===== src/design/rbst_pkg.sv =====
// ----------------------------------------------------------------------------
// rbst_pkg: shared types and constants of the ray box slab test core
// Holds the coordinate format, the divider lane layout and the register map.
// ----------------------------------------------------------------------------
package rbst_pkg;

   // Coordinate format: signed fixed point with FRAC_BITS fraction bits.
   localparam int COORD_WIDTH = 32;
   localparam int FRAC_BITS   = 16;
   localparam int THR_WIDTH   = 31;
   localparam int NUM_AXES    = 3;
   localparam int NUM_LANES   = 2 * NUM_AXES;

   // Divider widths: dividend is |bound - origin| shifted up by FRAC_BITS.
   localparam int NUMW = COORD_WIDTH + 1 + FRAC_BITS;
   localparam int REMW = COORD_WIDTH;
   localparam int DIVW = COORD_WIDTH;

   localparam logic [COORD_WIDTH-1:0] T_MAX = {1'b0, {(COORD_WIDTH-1){1'b1}}};
   localparam logic [COORD_WIDTH-1:0] T_MIN = {1'b1, {(COORD_WIDTH-1){1'b0}}};

   // Register map, index of each register (byte address is four times this).
   localparam int CSR_ADDR_WIDTH = 5;
   localparam logic [2:0] REG_MIN_X     = 3'd0;
   localparam logic [2:0] REG_MIN_Y     = 3'd1;
   localparam logic [2:0] REG_MIN_Z     = 3'd2;
   localparam logic [2:0] REG_MAX_X     = 3'd3;
   localparam logic [2:0] REG_MAX_Y     = 3'd4;
   localparam logic [2:0] REG_MAX_Z     = 3'd5;
   localparam logic [2:0] REG_THRESHOLD = 3'd6;

   // One division in flight: partial remainder, dividend/quotient shifter, divisor.
   typedef struct packed {
      logic [REMW-1:0] rem;
      logic [NUMW-1:0] dq;
      logic [DIVW-1:0] dmag;
   } lane_type;

   typedef lane_type [NUM_LANES-1:0] lane_vec_type;

   // Per item flags that ride along with the divisions.
   typedef struct packed {
      logic [NUM_AXES-1:0]  par;
      logic                 par_miss;
      logic [NUM_LANES-1:0] neg;
   } side_type;

   typedef logic [NUM_AXES-1:0][COORD_WIDTH-1:0] coord_vec_type;

endpackage


===== src/design/rbst_back.sv =====
// ----------------------------------------------------------------------------
// rbst_back: slab interval stage
// Saturates and orders the slab parameters, then narrows the hit interval.
// ----------------------------------------------------------------------------
module rbst_back (
   input  logic                   clock,
   input  logic                   reset,
   input  logic                   en,
   input  logic                   valid_in,
   input  rbst_pkg::lane_vec_type lanes_in,
   input  rbst_pkg::side_type     side_in,
   output logic                   valid_out,
   output logic                   hit
);

   localparam int CW   = rbst_pkg::COORD_WIDTH;
   localparam int NUMW = rbst_pkg::NUMW;

   logic                          valid_a_ff, valid_b_ff;
   rbst_pkg::coord_vec_type       tlo_ff, tlo_in, thi_ff, thi_in;
   logic                          miss_a_ff;
   logic [CW-1:0]                 lo_ff, lo_in, hi_ff, hi_in;
   logic                          miss_b_ff;

   // Saturate each quotient to the signed range and order each axis pair.
   always_comb begin
      logic [CW-1:0] t [2];
      logic [NUMW-1:0] q;
      logic          upper_zero;
      logic          sat;
      for (int a = 0; a < rbst_pkg::NUM_AXES; a++) begin
         for (int b = 0; b < 2; b++) begin
            q          = lanes_in[2*a+b].dq;
            upper_zero = (q[NUMW-1:CW] == '0);
            if (side_in.neg[2*a+b]) begin
               sat    = !upper_zero || (q[CW-1] && (q[CW-2:0] != '0));
               t[b]   = sat ? rbst_pkg::T_MIN : (~q[CW-1:0] + 1'b1);
            end else begin
               sat    = !upper_zero || q[CW-1];
               t[b]   = sat ? rbst_pkg::T_MAX : q[CW-1:0];
            end
         end
         if (side_in.par[a]) begin
            tlo_in[a] = rbst_pkg::T_MIN;
            thi_in[a] = rbst_pkg::T_MAX;
         end else if ($signed(t[0]) > $signed(t[1])) begin
            tlo_in[a] = t[1];
            thi_in[a] = t[0];
         end else begin
            tlo_in[a] = t[0];
            thi_in[a] = t[1];
         end
      end
   end

   // Entry is the latest slab entry, exit the earliest slab exit.
   always_comb begin
      lo_in = rbst_pkg::T_MIN;
      hi_in = rbst_pkg::T_MAX;
      for (int a = 0; a < rbst_pkg::NUM_AXES; a++) begin
         if ($signed(tlo_ff[a]) > $signed(lo_in)) begin
            lo_in = tlo_ff[a];
         end
         if ($signed(thi_ff[a]) < $signed(hi_in)) begin
            hi_in = thi_ff[a];
         end
      end
   end

   always_ff @(posedge clock) begin
      if (reset) begin
         valid_a_ff <= 1'b0;
         valid_b_ff <= 1'b0;
      end else if (en) begin
         valid_a_ff <= valid_in;
         valid_b_ff <= valid_a_ff;
      end
   end

   always_ff @(posedge clock) begin
      if (en) begin
         tlo_ff    <= tlo_in;
         thi_ff    <= thi_in;
         miss_a_ff <= side_in.par_miss;
         lo_ff     <= lo_in;
         hi_ff     <= hi_in;
         miss_b_ff <= miss_a_ff;
      end
   end

   // A hit needs no parallel miss, a nonempty interval and a exit at or after zero.
   assign hit       = !miss_b_ff && !($signed(lo_ff) > $signed(hi_ff)) && !hi_ff[CW-1];
   assign valid_out = valid_b_ff;

endmodule


===== config.mk =====
export PLATFORM = sky130hd
export DESIGN_NAME = rbst_back
export DESIGN_NICKNAME = d
export VERILOG_FILES = /design/src/design/rbst_pkg.sv /design/src/design/rbst_back.sv
export SDC_FILE = /design/constraint.sdc
export NUM_CORES = 1
export LEC_CHECK = 0
export BUFFER_PORTS_ARGS = -buffer_cell sky130_fd_sc_hd__buf_2
export CAP_MARGIN = 5
export CELL_PAD_IN_SITES_DETAIL_PLACEMENT = 1
export CELL_PAD_IN_SITES_GLOBAL_PLACEMENT = 2
export CORE_ASPECT_RATIO = 0.6
export CORE_MARGIN = 4
export CORE_UTILIZATION = 32
export DETAILED_ROUTE_END_ITERATION = 12
export PLACE_DENSITY = 0.9
export SLEW_MARGIN = 20
export SYNTH_ARGS = -nofsm -noshare
export SYNTH_HDL_FRONTEND = slang
export SYNTH_SLANG_ARGS = --single-unit

===== constraint.sdc =====
create_clock -name clock -period 7.6 [get_ports clock]
set_input_delay 0.38 -clock clock [delete_from_list [all_inputs] [get_ports clock]]
set_output_delay 0.38 -clock clock [all_outputs]
set_load 0.1 [all_outputs]

# Word-level counts from Yosys, hierarchy flattened

Cells that the tools add are included.

Bits in registers: 260
Input port bits: 692
Output and inout bits: 2
Word-level logic and storage cells: 105

Add/sub/neg operators: 6
$lt $le $gt $ge: 10
Muxes and demuxes: 30
Bitwise operators: 6
Reduce and logical (&&, ||, !) cells: 41

Operators with widths:

| operator                                                         | number |
|---|---|
| 32-bit 2-to-1 mux                                                | 30 |
| 32-bit by 1-bit adder with 32-bit output (second input constant) | 6 |
| 32-bit greater-than comparator                                   | 6 |
| 32-bit NOT                                                       | 6 |
| 31-bit nonzero test                                              | 6 |
| 17-bit logical NOT                                               | 6 |
| 32-bit < comparator                                              | 2 |
| 32-bit greater-than comparator (second input constant)           | 1 |
| 32-bit < comparator (second input constant)                      | 1 |
| 1-bit logical OR                                                 | 12 |
| 1-bit logical NOT                                                | 9 |
| 1-bit logical AND                                                | 8 |

# Depth between registers and ports, before layout

Depth after elaboration: 7
Mapped depth: 22
Gate-level depth less buffers: 18

# Worst setup path before layout

Ideal clock, no wire load.

Path type: input port to flip-flop
From: in lanes_in[146] (netlist bit)
To: reg tlo_ff[21] (netlist bit), data pin
Library setup time: 0.266 ns
Arrival: 5.317 ns
Slack: 2.017 ns
Stages: 22
Path buffers: 4
Cells stage by stage: inv_1 > ha_1 > or4b_1 > nor4_1 > a41oi_1 > nor3_1 > clkbuf_1 > a21oi_1 > o21ai_0 > inv_1 > ha_1 > a21o_1 > a21o_1 > a221o_1 > a21oi_1 > o211ai_1 > o21ai_0 > buf_2 > buf_1 > buf_1 > mux2i_1 > nor2_1

Word-level cells in the longest chain between the ends: 7

RTL lines:

| element                                                                          | RTL line        | source |
|---|---|---|
| start, declared                                                                  | rbst_back.sv:10 | `input rbst_pkg::lane_vec_type lanes_in,` |
| branches (longest 4 deep; another with 32-bit by 1-bit adder with 32-bit output) | -               |  |
| 32-bit 2-to-1 mux *                                                              | rbst_back.sv:35 | `if (side_in.neg[2*a+b]) begin` |
| 32-bit greater-than comparator                                                   | rbst_back.sv:46 | `end else if ($signed(t[0]) > $signed(t[1])) begin` |
| 32-bit 2-to-1 mux *                                                              | rbst_back.sv:46 |  |
| end signal, assigned                                                             | rbst_back.sv:82 | `tlo_ff <= tlo_in;` |
| end, declared                                                                    | rbst_back.sv:20 | `rbst_pkg::coord_vec_type tlo_ff, tlo_in, thi_ff, thi_in;` |

Every way passes the cells marked *.
A chain may end at the register's enable or synchronous reset.

# Worst setup path in the final report

From: reg thi_ff[14] (netlist bit)
To: reg hi_ff[31], data pin

Word-level cells in the longest chain between the ends: 6

RTL lines:

| element                | RTL line        | source |
|---|---|---|
| start, declared        | rbst_back.sv:20 |  |
| start signal, assigned | rbst_back.sv:83 | `thi_ff <= thi_in;` |
| 32-bit < comparator    | rbst_back.sv:64 | `if ($signed(thi_ff[a]) < $signed(hi_in)) begin` |
| 32-bit 2-to-1 mux *    | rbst_back.sv:64 |  |
| 32-bit < comparator    | rbst_back.sv:64 |  |
| 32-bit 2-to-1 mux *    | rbst_back.sv:64 |  |
| 32-bit < comparator    | rbst_back.sv:64 |  |
| 32-bit 2-to-1 mux *    | rbst_back.sv:64 |  |
| named net hi_in[31]    | rbst_back.sv:22 | `logic [CW-1:0] lo_ff, lo_in, hi_ff, hi_in;` |
| end signal, assigned   | rbst_back.sv:86 | `hi_ff <= hi_in;` |
| end, declared          | rbst_back.sv:22 |  |

The timed path passes the listed nets; every way through them passes the cells marked *.

==> results.md <==
- Final Max Slew Viols: 0
- Final nets: 4037
- Largest area contributor in the netlist: edfxtp_1
- Remaining antenna violation count after routing: 0
- Sw Ratio: 37.9%
- Yosys top cell area share: 31.0%
- Placed cell count: 4106
- Vias in the first global route: 23800
- Clock power share: 25.4%
- Synth warn: 0
- NetSw: 2.17 mW
- Final WL: 99000 um
- Clock tree root buffer cell: clkbuf_16
- Crit path max fanout: 17
- Clk sink count: 260
- Syn Inst Count: 2847
- WL per Instance: 23.8 um
- Library cells used by synthesis: 82
- Fin crit period: 7.04 ns
- #FFs+latches synth: 260
- Syn_nets: 3799
- Final hold slack: 0.0156 ns
- Initial core utilization: 32.3%
- Crit path required time: 8.00 ns
- Layout cell share with drive strength beyond 1: 15.7%
- Clock Skew: 0.0408 ns
- Die Span X: 369 um
- Asr flop ratio synth: 0%
- CORE AREA: 77500 um2
- Max VDD drop: 0.000165 V
- Fin cells: 4160
- Clk_lat worst skew: 0.61 ns
- Final Cycle Share: 92.6%
- DRC: 0
- IO Port Bufs: 309
- Vias per cell: 5.92
- RSZ-0062 raised after global routing: false
- Total CTS buffers: 27
- Endpoints failing hold: 0
- Congestion Overflow GR: 0
- Outcome: complete, no violations
- Clk slew on worst S/H paths: 0.08 ns
- Hold Crit Class: in -> reg
- Final setup viols: 0
- Post-cts sizing count: 0
- Via count: 24600
- Post-synth EDFFs: 258
- Die height: 225 um
- Sequential fraction of the synthesis area: 31.1%
- Largest net degree at the start of global routing: 141
- Most numerous cell in the Yosys netlist: ha_1
- First-pass GRT wire length: 147000 um
- IO Count: 694
- Fmax: 142 MHz
- Slew @ Worst Pin: 1.16 ns
- Startpoint Class: flip-flop
- Antenna violations before repair: 8
- Power per cell area: 199 nW/um2
- Number of placement rows: 79
- Initial DRC count: 2207
- Final HPWL DP: 79500 um
- Area delta synth->final: 14.8%
- Cts hold-fix bufs: 2
- Cell-internal power: 3.54 mW
- H-tree depth: 1
- Setup TNS: 0 ns
- Area of the mapped netlist: 25000 um2
- Maxcap violations: 0
- Synth top area cells: edfxtp_1 (31%), ha_1 (13%), mux2i_1 (7.9%)
- Drt first pass iters: 5
- Routability cong.: 0.953
- Setup CP Type: reg -> reg
- Crit. End Element: flip-flop
- Comb pwr share: 39.1%
- Leak: 11.9 nW
- Top post-synthesis cells by count: ha_1 (260), edfxtp_1 (258), inv_1 (249)
- CP Data Arrival Time: 7.44 ns
- Die Area: 82900 um2
- Post CTS Setup Buffer Count: 0
- Top_reg_cell synth: edfxtp_1
- Slew headroom: 21.9%
- Overall routing resource usage: 22.7%
- Flop pwr share: 35.5%
- Syn Area/Cell: 8.79 um2
- CTS tree: built
- Longest Clk Path Bufs: 3
==> registers in the layout (all words and copies together), names as in the netlist <==
name and flops:
thi_ff 96, tlo_ff 96, hi_ff 32, lo_ff 32, miss_a_ff 1, miss_b_ff 1, valid_a_ff 1, valid_out 1
==> cells in the final DEF, fill, tap and decap left out, types with 18 or more instances in the layout <==
| cell type | instances |
|---|---|
| or2_2 | 26 |
| nor3b_1 | 35 |
| ha_1 | 260 |
| buf_2 | 307 |
| a31oi_1 | 78 |
| a21o_1 | 47 |
| clkbuf_16 | 27 |
| a211o_1 | 21 |
| nor3_1 | 151 |
| a221o_1 | 31 |
| nand4_1 | 61 |
| a21oi_1 | 136 |
| mux2i_1 | 195 |
| or4_1 | 42 |
| nor2b_1 | 18 |
| nand2b_1 | 39 |
| o211ai_1 | 20 |
| o21ai_0 | 112 |
| nand3_1 | 42 |
| edfxtp_1 | 258 |
| xor2_1 | 25 |
| nand2_1 | 127 |
| nor2_1 | 237 |
| or3_1 | 48 |
| nor4_1 | 59 |
| o31ai_1 | 29 |
| inv_1 | 249 |
| a221oi_1 | 25 |
| a211oi_1 | 70 |
| o21ai_1 | 30 |
| buf_4 | 40 |
==> cell type report <==
type | instances | area (um2)
clock inverters | 22 | 246
inverters | 264 | 991
multi-input cells | 2178 | 15800
diodes | 1 | 2.50
flip-flops and latches | 260 | 7790
repair buffers | 354 | 1940
clock buffers | 28 | 679
well taps | 1053 | 1320
fillers | 9173 | 48800
==> cell families (layout without fill, tap and decap cells) <==
| logic type | after synthesis | in the layout | share of synthesized area [%] |
|---|---|---|---|
| AO/OA/AOI/OAI | 743 | 743 | 20.7 |
| XOR/XNOR | 30 | 30 | 1.05 |
| adder cells (fa/ha/maj) | 260 | 260 | 13.0 |
| buffers and inverters | 409 | 668 | 6.23 |
| flip-flops | 260 | 260 | 31.1 |
| multiplexers | 204 | 204 | 8.20 |
| other | 0 | 1 | 0 |
| AND/OR/NAND/NOR | 941 | 941 | 19.7 |
==> per-layer routing <==
metal | vias up | wire, um | GRT usage [%]
li1 | 11400 | - | -
met1 | 12200 | 47700 | 34.7
met2 | 941 | 39200 | 31.3
met3 | 100 | 10700 | 7.20
met4 | 14 | 1380 | 3.32
met5 | - | 86 | 0
==> power by group through the flow <==
stage | registers [mW] | logic (mW) | clock network (mW)
finish | 2.02 | 2.23 | 1.45
global route | 2.04 | 2.44 | 1.53
detailed placement | 2.05 | 2.17 | 0
floorplan | 1.97 | 1.42 | 0
global placement | 2.04 | 2.06 | 0
CTS | 2.02 | 2.20 | 1.46
==> path summary, 6_finish.rpt <==
path | cells past startpoint | endpoint | slack, ns | from
setup reg to reg | 20 | hi_ff[31]$_DFFE_PP_ | 0.56 | thi_ff[14]$_SDFFCE_PP1P_
setup / recovery | 20 | hi_ff[31]$_DFFE_PP_ | 0.56 | thi_ff[14]$_SDFFCE_PP1P_
hold reg to reg | 0 | miss_b_ff$_DFFE_PP_ | 0.43 | miss_a_ff$_DFFE_PP_
hold / removal | 3 | valid_a_ff$_SDFFE_PP0P_ | 0.02 | valid_in
==> critical path, cell delays in order (launching register included) <==
cell and delay, ns:
edfxtp_1 0.53, inv_1 0.08, ha_1 0.31, nand4_1 0.20, a211oi_1 0.08, or3_1 0.35, a211oi_1 0.52, o21bai_1 0.24
mux2i_4 0.59, buf_4 0.42, mux2i_1 0.35, ha_1 0.23, nand3_1 0.15, nor3_1 0.45, a311oi_1 0.22, o211ai_1 0.30
or3_1 0.19, o221ai_1 0.20, a31oi_4 0.71, buf_4 0.43, mux2i_1 0.27
==> through the flow <==
stage          setup WS (ns)  utilization [%]  instance area (um2)  power (mW)
6_report               0.565             37.1                28700        5.71
5_1_grt                0.273             37.1                28700        6.00
4_1_cts                0.635             37.0                28700        5.69
3_3_place_gp            1.02             35.8                27800        4.10
2_1_floorplan           2.02                -                25000        3.38
3_5_place_dp           0.738             35.8                27800        4.22
Note: power is estimated with default switching activity, not from simulation.
