File: src/design/rbst_pkg.sv
// ----------------------------------------------------------------------------
// rbst_pkg: shared types and constants of the ray box slab test core
// Holds the coordinate format, the divider lane layout and the register map.
// ----------------------------------------------------------------------------
package rbst_pkg;

   // Coordinate format: signed fixed point with FRAC_BITS fraction bits.
   localparam int COORD_WIDTH = 32;
   localparam int FRAC_BITS   = 16;
   localparam int THR_WIDTH   = 31;
   localparam int NUM_AXES    = 3;
   localparam int NUM_LANES   = 2 * NUM_AXES;

   // Divider widths: dividend is |bound - origin| shifted up by FRAC_BITS.
   localparam int NUMW = COORD_WIDTH + 1 + FRAC_BITS;
   localparam int REMW = COORD_WIDTH;
   localparam int DIVW = COORD_WIDTH;

   localparam logic [COORD_WIDTH-1:0] T_MAX = {1'b0, {(COORD_WIDTH-1){1'b1}}};
   localparam logic [COORD_WIDTH-1:0] T_MIN = {1'b1, {(COORD_WIDTH-1){1'b0}}};

   // Register map, index of each register (byte address is four times this).
   localparam int CSR_ADDR_WIDTH = 5;
   localparam logic [2:0] REG_MIN_X     = 3'd0;
   localparam logic [2:0] REG_MIN_Y     = 3'd1;
   localparam logic [2:0] REG_MIN_Z     = 3'd2;
   localparam logic [2:0] REG_MAX_X     = 3'd3;
   localparam logic [2:0] REG_MAX_Y     = 3'd4;
   localparam logic [2:0] REG_MAX_Z     = 3'd5;
   localparam logic [2:0] REG_THRESHOLD = 3'd6;

   // One division in flight: partial remainder, dividend/quotient shifter, divisor.
   typedef struct packed {
      logic [REMW-1:0] rem;
      logic [NUMW-1:0] dq;
      logic [DIVW-1:0] dmag;
   } lane_type;

   typedef lane_type [NUM_LANES-1:0] lane_vec_type;

   // Per item flags that ride along with the divisions.
   typedef struct packed {
      logic [NUM_AXES-1:0]  par;
      logic                 par_miss;
      logic [NUM_LANES-1:0] neg;
   } side_type;

   typedef logic [NUM_AXES-1:0][COORD_WIDTH-1:0] coord_vec_type;

endpackage

File: src/design/rbst_div_cell.sv
// ----------------------------------------------------------------------------
// rbst_div_cell: one restoring division step for all six lanes
// Each cell resolves one quotient bit and hands the lanes to the next cell.
// ----------------------------------------------------------------------------
module rbst_div_cell (
   input  logic                   clock,
   input  logic                   reset,
   input  logic                   en,
   input  logic                   valid_in,
   input  rbst_pkg::lane_vec_type lanes_in,
   input  rbst_pkg::side_type     side_in,
   output logic                   valid_out,
   output rbst_pkg::lane_vec_type lanes_out,
   output rbst_pkg::side_type     side_out
);

   localparam int REMW = rbst_pkg::REMW;
   localparam int NUMW = rbst_pkg::NUMW;

   logic                   valid_ff;
   rbst_pkg::lane_vec_type lanes_ff, lanes_in_next;
   rbst_pkg::side_type     side_ff;

   // Bring down the next dividend bit, subtract the divisor if it fits.
   always_comb begin
      logic [REMW:0] trial;
      logic          fits;
      lanes_in_next = lanes_in;
      for (int l = 0; l < rbst_pkg::NUM_LANES; l++) begin
         trial = {lanes_in[l].rem, lanes_in[l].dq[NUMW-1]};
         fits  = (trial >= {1'b0, lanes_in[l].dmag});
         lanes_in_next[l].rem = fits ? REMW'(trial - {1'b0, lanes_in[l].dmag})
                                     : REMW'(trial);
         lanes_in_next[l].dq  = {lanes_in[l].dq[NUMW-2:0], fits};
      end
   end

   always_ff @(posedge clock) begin
      if (reset) begin
         valid_ff <= 1'b0;
      end else if (en) begin
         valid_ff <= valid_in;
      end
   end

   always_ff @(posedge clock) begin
      if (en) begin
         lanes_ff <= lanes_in_next;
         side_ff  <= side_in;
      end
   end

   assign valid_out = valid_ff;
   assign lanes_out = lanes_ff;
   assign side_out  = side_ff;

endmodule

File: config.mk
export PLATFORM = sky130hd
export DESIGN_NAME = rbst_div_cell
export DESIGN_NICKNAME = d
export VERILOG_FILES = /design/src/design/rbst_pkg.sv /design/src/design/rbst_div_cell.sv
export SDC_FILE = /design/constraint.sdc
export NUM_CORES = 1
export LEC_CHECK = 0
export BUFFER_PORTS_ARGS = -buffer_cell sky130_fd_sc_hd__buf_2
export CORE_AREA = 2 2 532 534
export CTS_BUF_LIST = sky130_fd_sc_hd__clkbuf_4 sky130_fd_sc_hd__clkbuf_8
export DETAILED_ROUTE_END_ITERATION = 16
export DIE_AREA = 0 0 534 536
export GPL_TIMING_DRIVEN = 0
export SLEW_MARGIN = 20
export SYNTH_ARGS = -nofsm -noshare
export SYNTH_HDL_FRONTEND = slang
export SYNTH_SLANG_ARGS = --single-unit
File: constraint.sdc
create_clock -name clock -period 4.19 [get_ports clock]
set_clock_uncertainty 0.2 [all_clocks]
set_input_delay 0.6285 -clock clock [delete_from_list [all_inputs] [get_ports clock]]
set_output_delay 0.6285 -clock clock [all_outputs]
set_load 0.05 [all_outputs]
# Word level (Yosys, flattened, before mapping)
# Index checks and enable logic that the tools add are counted.
# word_totals
reg_bits	689
latch_bits	0
ram_bits	0
romBits	0
out_inout_bits	689
wordCells	40
mem_count	0
# classes
n_addsub	6
n_mul	0
n_div	0
order_cmp	6
eq_ne	0
n_shift	0
n_mux	6
n_bitwise	0
n_reduce_logical	0
# ops
cell	count
>= comparator 33 x 32 -> 1 bit	6
2-to-1 mux 32 bit	6
subtractor 32 bit	6

# Longest topological paths before layout
# Gate-level depths: netlist of the first run.
# depth
word_depth	2
ltp_mapped	15
ltp_nobuf	12

# Least setup slack after synthesis of the first run
# OpenSTA, ideal clock, no wires.
# synth_timing
path_kind	input to register
from	in lanes_in[455] (netlist bit)
to	reg lanes_ff (netlist bit lanes_out[537]), data pin
setup_time_ns	0.260
arrival_time_ns	3.136
required_time_ns	3.730
path_slack_ns	0.594
stages	11
path_buffers	1
path_cell_list	inv_1 -> ha_1 -> a21o_1 -> a21oi_1 -> o221a_1 -> o21ba_4 -> o41ai_4 -> a41oi_2 -> o31ai_4 -> buf_6 -> mux2_4
# synth_lines
element	line	text
from (decl)	rbst_div_cell.sv:10	input rbst_pkg::lane_vec_type lanes_in,
to (signal assigned)	rbst_div_cell.sv:48	lanes_ff <= lanes_in_next;
to (decl)	rbst_div_cell.sv:21	rbst_pkg::lane_vec_type lanes_ff, lanes_in_next;

==> run_results.csv, run 1 <==
group,metric,value,unit
floorplanning,num_io_pins,1381,
placement,place_hpwl,186000,um
sta,max-slew-margin-rel,10.44,%
placement,portBuffers,1380,
sta,worst_slew_pin_slew,1.331,ns
finish,layoutNonFillerInstCount,8730,
run_status,status,"finished, violations left",
clock_tree,cts_inserted_buffers,150,
yosys,ys_seq_elements,689,
clock_tree,cts_tree,"built",
drt,antenna_left,0,
yosys,synth_edf_count,688,
placement,pre_cts_ws,-1.338,ns
drt,avgRoutedWirePerCell,25.68,um
floorplanning,die_height,536,um
sta,setup_ws,-0.1734,ns
power,p_leak,23.54,nW
worst_setup_path,cp.required,4.62,ns
power,ir_worst_vdd,0.0002912,V
placement,dpl_cell_area,45650,um2
run_status,violations,"setup timing",
power,clkPwrFrac,32.5,%
worst_setup_path,worstRegToRegCells,3,
worst_setup_path,crit_arrival,4.79,ns
clock_tree,clkSinkCount,689,
power,swShare,38.12,%
floorplanning,die-area,286200,um2
sta,fin_crit,4.363,ns
clock_tree,clk_latency,0.87,ns
placement,globalplace.congestion,0.9546,
power,seq_power_share,36.2,%
yosys,synthCells,2601,
worst_setup_path,critPathCaptureType,"flop",
worst_setup_path,path_class,"primary input to flop",
sta,drv_slew,0,
placement,dp.cells,7733,
yosys,syn_area,33800,um2
floorplanning,rows,195,
sta,rsz0062_at_grt,"false",
drt,first_pass_iters,5,
global_routing,grt_pass1_wl,289200,um
finish,post-route-util,19.86,%
drt,via_count,31974,
clock_tree,clkTransAtPathRegs,0.06,ns
global_routing,grt_max_degree,95,
yosys,synth_top_cell_area_share,61.12,%
yosys,synth_top_area_cell,"edfxtp_1",
sta,finalHoldViolCount,0,
finish,drive_above_1_share,36.25,%
clock_tree,htree_levels,4,
power,p_int,14.90,mW
min_path,hold_path_depth,3,
sta,fmax,229.2,MHz
clock_tree,clock_path_buffers,4,
drt,drt_wl_total,224200,um
sta,setup_viol,14,
yosys,ys_seq_area_share,61.18,%
worst_setup_path,cp-start-kind,"primary input",
floorplanning,die_w,534,um
drt,drt_iter0_drc,2223,
clock_tree,cts_root_buf,"clkbuf_8",
job,maxCapViolCount,0,
yosys,ys_warn_count,0,
finish,syn_to_final_growth,65.02,%
finish,num-fill-cells,30600,
yosys,synth_area_leaders,"edfxtp_1, ha_1, a21oi_1",
global_routing,grt_antenna_before_repair,111,
global_routing,grt_pass1_vias,32884,
yosys,synth-main-ff-cell,"edfxtp_1",
yosys,synth.avg_cell_area,13.00,um2
finish,fin_area,55780,um2
sta,tns,-1.162,ns
power,p_sw,9.178,mW
worst_setup_path,crit_fanout,6,
power,comb_power_share,31.3,%
drt,drc,0,
global_routing,track_usage,14.93,%
finish,fin_nets,5729,
drt,via_per_inst,3.663,
power,power.density,431.6,nW/um2
global_routing,overflow,0,
yosys,synth_nets,3491,
min_path,min-delay-path-class,"primary input to flop",
sta,min_period_over_period,104.1,%
yosys,synth_cell_types,87,
floorplanning,coreArea,280800,um2
yosys,ys_top_cells_by_count,"edfxtp_1, inv_1, a21oi_1",
yosys,ys_async_sr_fraction,0,%
yosys,synth_most_common_cell,"edfxtp_1",
floorplanning,start_util,12.04,%
==> worst paths after layout <==
| kind | start | to | slack, ns |
|---|---|---|---|
| setup / recovery | lanes_in[132] | lanes_out[196] | -0.17 |
| hold reg to reg | valid_out | valid_out | 0.86 |
| setup reg to reg | valid_out | valid_out | 2.84 |
| hold / removal | lanes_in[566] | lanes_out[647] | 0.19 |
==> registers in the layout, summed over array words and instances (netlist names) <==
register	cells
lanes_out	678
valid_out	1
side_out	10
==> area by class of cell <==
type | instances | area, um2 | area share [%]
Timing Repair Buffer | 2087 | 14120 | 25.31
Clock buffer | 180 | 2290 | 4.105
Sequential cell | 689 | 20680 | 37.07
Buffer | 66 | 304.0 | 0.5451
Multi-Input combinational cell | 1590 | 11960 | 21.43
Tap cell | 3743 | 4683 | 8.396
Antenna cell | 41 | 102.6 | 0.1839
Inverter | 255 | 957.2 | 1.716
Clock inverter | 79 | 689.4 | 1.236
==> repair_timing <==
action / CTS / global route
buffers inserted: 0 / 3
resized for setup: 3 / 17
hold endpoints to repair: 728 / 4
hold buffers: 689 / 6
pin swaps: 0 / 3
setup endpoints to repair: 37 / 76
==> cells in the final DEF (no fill, tap or decap), types with 23 or more instances in the layout <==
cell,synthesis,final
o21a_1,28,28
nand2_1,101,101
xnor2_1,101,101
nor2b_1,23,23
a21o_1,104,104
buf_2,13,1391
nor2_1,143,142
edfxtp_1,688,688
dlygate4sd3_1,0,695
mux2_2,90,90
ha_1,192,191
o21bai_1,24,24
clkbuf_4,0,32
xor2_1,53,53
clkinv_1,0,34
a31oi_1,27,27
a21oi_1,215,212
nand4_1,45,45
clkbuf_1,48,46
o21ai_0,103,103
mux2_4,27,27
nand3_1,44,44
nor3_1,24,23
diode_2,0,41
inv_1,253,253
clkbuf_8,0,150
==> power groups by stage <==
stage	sequential [mW]	clock, mW	combinational (mW)
floorplan	11.3	0	1.81
global placement	9.01	0	6.94
detailed placement	8.84	0	6.96
CTS	8.73	8.24	7.60
global route	8.78	8.46	7.97
finish	8.72	7.83	7.53
==> metal layers <==
layer / wire length [um] / part of all wire, % / global-route usage, % / up-vias
met1: 89080 / 40 / 17.58 / 15504
met4: 9772 / 4.4 / 6.068 / 32
met5: 322 / 0.14 / 0.3997 / -
li1: - / - / - / 14291
met3: 25070 / 11 / 6.561 / 375
met2: 99970 / 45 / 23.58 / 1772
==> metrics by stage <==
step                hold slack [ns]  total power, mW
finish                       0.1888            24.08
global route                0.03837            25.21
CTS                         -0.4157            24.57
detailed placement           0.2900            15.80
global placement             0.2864            15.95
floorplan                    0.5009            13.06
==> critical path, stage by stage <==
cell,delay (ns)
dlygate4sd3_1,0.57
buf_2,0.14
inv_1,0.04
ha_1,0.24
a21oi_1,0.70
o221ai_1,0.35
a21oi_4,0.40
o21a_1,0.21
a21oi_1,0.12
nor4_4,0.28
buf_4,0.19
mux2_2,0.34
dlygate4sd3_1,0.56
==> cell families after synthesis <==
| group | count (synthesis) | share of synthesized area (%) |
|---|---|---|
| AOI/OAI and AO/OA | 642 | 12.29 |
| DFF | 689 | 61.18 |
| buffers and inverters | 322 | 3.724 |
| and+or+nand+nor | 465 | 6.736 |
| muxes | 131 | 4.623 |
| adders and majority gates | 198 | 7.462 |
| xor gates and xnor gates | 154 | 3.990 |
Note: power is estimated with default switching activity, not from simulation.
==> run 2: changes to the inputs <==
--- a/config.mk
+++ b/config.mk
@@ -10,7 +10,7 @@
 export CTS_BUF_LIST = sky130_fd_sc_hd__clkbuf_4 sky130_fd_sc_hd__clkbuf_8
 export DETAILED_ROUTE_END_ITERATION = 16
 export DIE_AREA = 0 0 534 536
-export GPL_TIMING_DRIVEN = 0
+export RECOVER_POWER = 25
 export SLEW_MARGIN = 20
 export SYNTH_ARGS = -nofsm -noshare
 export SYNTH_HDL_FRONTEND = slang
==> run 2 against run 1 <==
  * Wire length is 0.54% lower
  * Clock-buffer cell count did not move
  * Global-route usage down 0.096 points
  * Via count down 0.14%
  * Cell count grew 0.33%
  * Critical path type unchanged
  * Worst hold slack got worse by 0.085 ns
  * Sequential share of layout area about the same
  * The flow finishes with violations (capacitance limit, slew limit)
  * First-iteration DRC count rose by 3.2%
  * Maximum frequency increased by 4.8%
  * Final area hardly changed
==> run_results.csv, run 2 (same netlist as run 1, synthesis figures left out) <==
group,metric,value,unit
run_status,status,"finished, violations left",
run_status,violations,"capacitance limit, slew limit",
sta,worst_slew_pin_slew,2.965,ns
floorplanning,die_height,536,um
finish,syn_to_final_growth,65.07,%
global_routing,overflow,0,
worst_setup_path,reg2reg_slack,2.84,ns
finish,final_cell_mix,"buf_2, edfxtp_1, dlygate4sd3_1",
placement,globalplace.congestion,0.9337,
min_path,min-delay-path-class,"primary input to flop",
finish,fin_nets,5773,
clock_tree,cts_root_buf,"clkbuf_8",
placement,pre_cts_ws,-0.2662,ns
sta,min_period_over_period,99.36,%
global_routing,grt_pass1_wl,287200,um
placement,place_hpwl,187500,um
finish,drive_above_1_share,32.89,%
floorplanning,die-area,286200,um2
drt,via_per_inst,3.645,
clock_tree,cts_tree,"built",
global_routing,grt_max_degree,93,
worst_setup_path,cp-start-kind,"primary input",
sta,fmax,240.2,MHz
sta,setup_viol,0,
clock_tree,cts_inserted_buffers,143,
clock_tree,clk_latency,0.85,ns
drt,drt_iter0_drc,2295,
placement,dp.cells,7791,
worst_setup_path,worstRegToRegCells,3,
finish,largest_reg_flops,678,
finish,num-fill-cells,30712,
clock_tree,clock_path_buffers,4,
worst_setup_path,critPathCaptureType,"flop",
worst_setup_path,reg2reg_from,"valid_out",
clock_tree,clkTransAtPathRegs,0.06,ns
placement,portBuffers,1380,
drt,drt_wl_total,223000,um
sta,max-slew-margin-rel,-97.68,%
worst_setup_path,crit_fanout,11,
global_routing,grt_antenna_before_repair,80,
floorplanning,start_util,12.04,%
sta,rsz0062_at_grt,"false",
worst_setup_path,r2r_end,"valid_out",
min_path,hold_path_depth,3,
floorplanning,coreArea,280800,um2
clock_tree,htree_levels,4,
worst_setup_path,cp.required,4.64,ns
worst_setup_path,slowest_delay,0.55,ns
power,finalPower,23.84,mW
global_routing,grt_pass1_vias,32682,
worst_setup_path,cpMaxStageDelayCell,"dlygate4sd3_1",
sta,whs,0.1042,ns
clock_tree,clkSinkCount,689,
power,ir_worst_vdd,0.0002777,V
sta,finalHoldViolCount,0,
finish,post-route-util,19.87,%
drt,antenna_left,0,
min_path,whs_endpoint,"lanes_out[652]",
floorplanning,die_w,534,um
worst_setup_path,crit_start,"lanes_in[127]",
drt,first_pass_iters,7,
finish,layoutNonFillerInstCount,8759,
power,p_leak,23.23,nW
floorplanning,rows,195,
finish,final_common_cell,"buf_2",
drt,drc,0,
worst_setup_path,crit_chain,"dlygate4sd3_1 -> buf_2 -> inv_1 -> ha_1 -> a21o_1 -> a21o_1 -> a21oi_1 -> o221ai_2 -> a21oi_2 -> o21a_1 -> a21oi_1 -> nor4_4 -> buf_12 -> mux2_2 -> dlygate4sd3_1",
global_routing,track_usage,14.84,%
job,maxCapViolCount,1,
sta,setup_ws,0.02661,ns
power,power.density,427.3,nW/um2
drt,avgRoutedWirePerCell,25.46,um
worst_setup_path,path_class,"primary input to flop",
sta,fin_crit,4.163,ns
floorplanning,num_io_pins,1381,
sta,drv_slew,55,
worst_setup_path,crit_arrival,4.62,ns
drt,via_count,31928,
min_path,hp-start,"lanes_in[651]",
## run 2: per-stage QoR
step / cell area (um2) / TNS (ns)
after floorplan: 33800 / 0
after detailed placement: 46280 / -3.283
after global routing: 55760 / 0
after CTS: 55980 / 0
final: 55800 / 0
after global placement: 46280 / -5.007
## run 2: power breakdown
group	internal (mW)	total, mW	leakage [nW]	switching [mW]
logic	2.26	7.59	15.0	5.33
clock network	3.97	7.40	1.48	3.44
registers	8.47	8.85	6.74	0.380
## run 2: how the worst max path moves through the flow
stage                endpoint  cells after the start
2_1_floorplan  lanes_out[537]                     11
3_5_place_dp   lanes_out[647]                     12
6_report       lanes_out[214]                     15
3_3_place_gp   lanes_out[647]                     12
4_1_cts        lanes_out[203]                     15
5_1_grt        lanes_out[214]                     15
## run 2: area by class of cell
cell class                 count  area [um2]  share of cell area (%)
sequential                   689       20680                   37.06
timing repair buffer        2204       14670                   26.28
clock buffer                 180        2271                   4.070
tap                         3743        4683                   8.393
multi-input combinational   1590       11920                   21.37
clock inverter                75       561.8                   1.007
inverter                     255       957.2                   1.715
antenna                       23       57.56                  0.1031
## run 2: critical path: cells and delay by family
kind,cells,cell delay (ns)
adders and majority gates,1,0.31
muxes,1,0.34
and+or+nand+nor,1,0.40
AOI/OAI and AO/OA,7,1.39
buffers and inverters,5,1.51
## run 2: metal layers
| layer | up-vias | GRT usage [%] | share of wire [%] |
|---|---|---|---|
| li1 | 14356 | - | - |
| met1 | 15443 | 17.02 | 38 |
| met2 | 1774 | 23.22 | 44 |
| met3 | 351 | 7.100 | 13 |
| met4 | 4 | 6.842 | 5.1 |
| met5 | - | 0 | 0.0094 |
## run 2: repair_timing
item,CTS,global route
buffers inserted,0,2
resized for setup,0,7
hold buffers,686,0
endpoints found under the hold margin,681,0
setup endpoints to repair,0,3
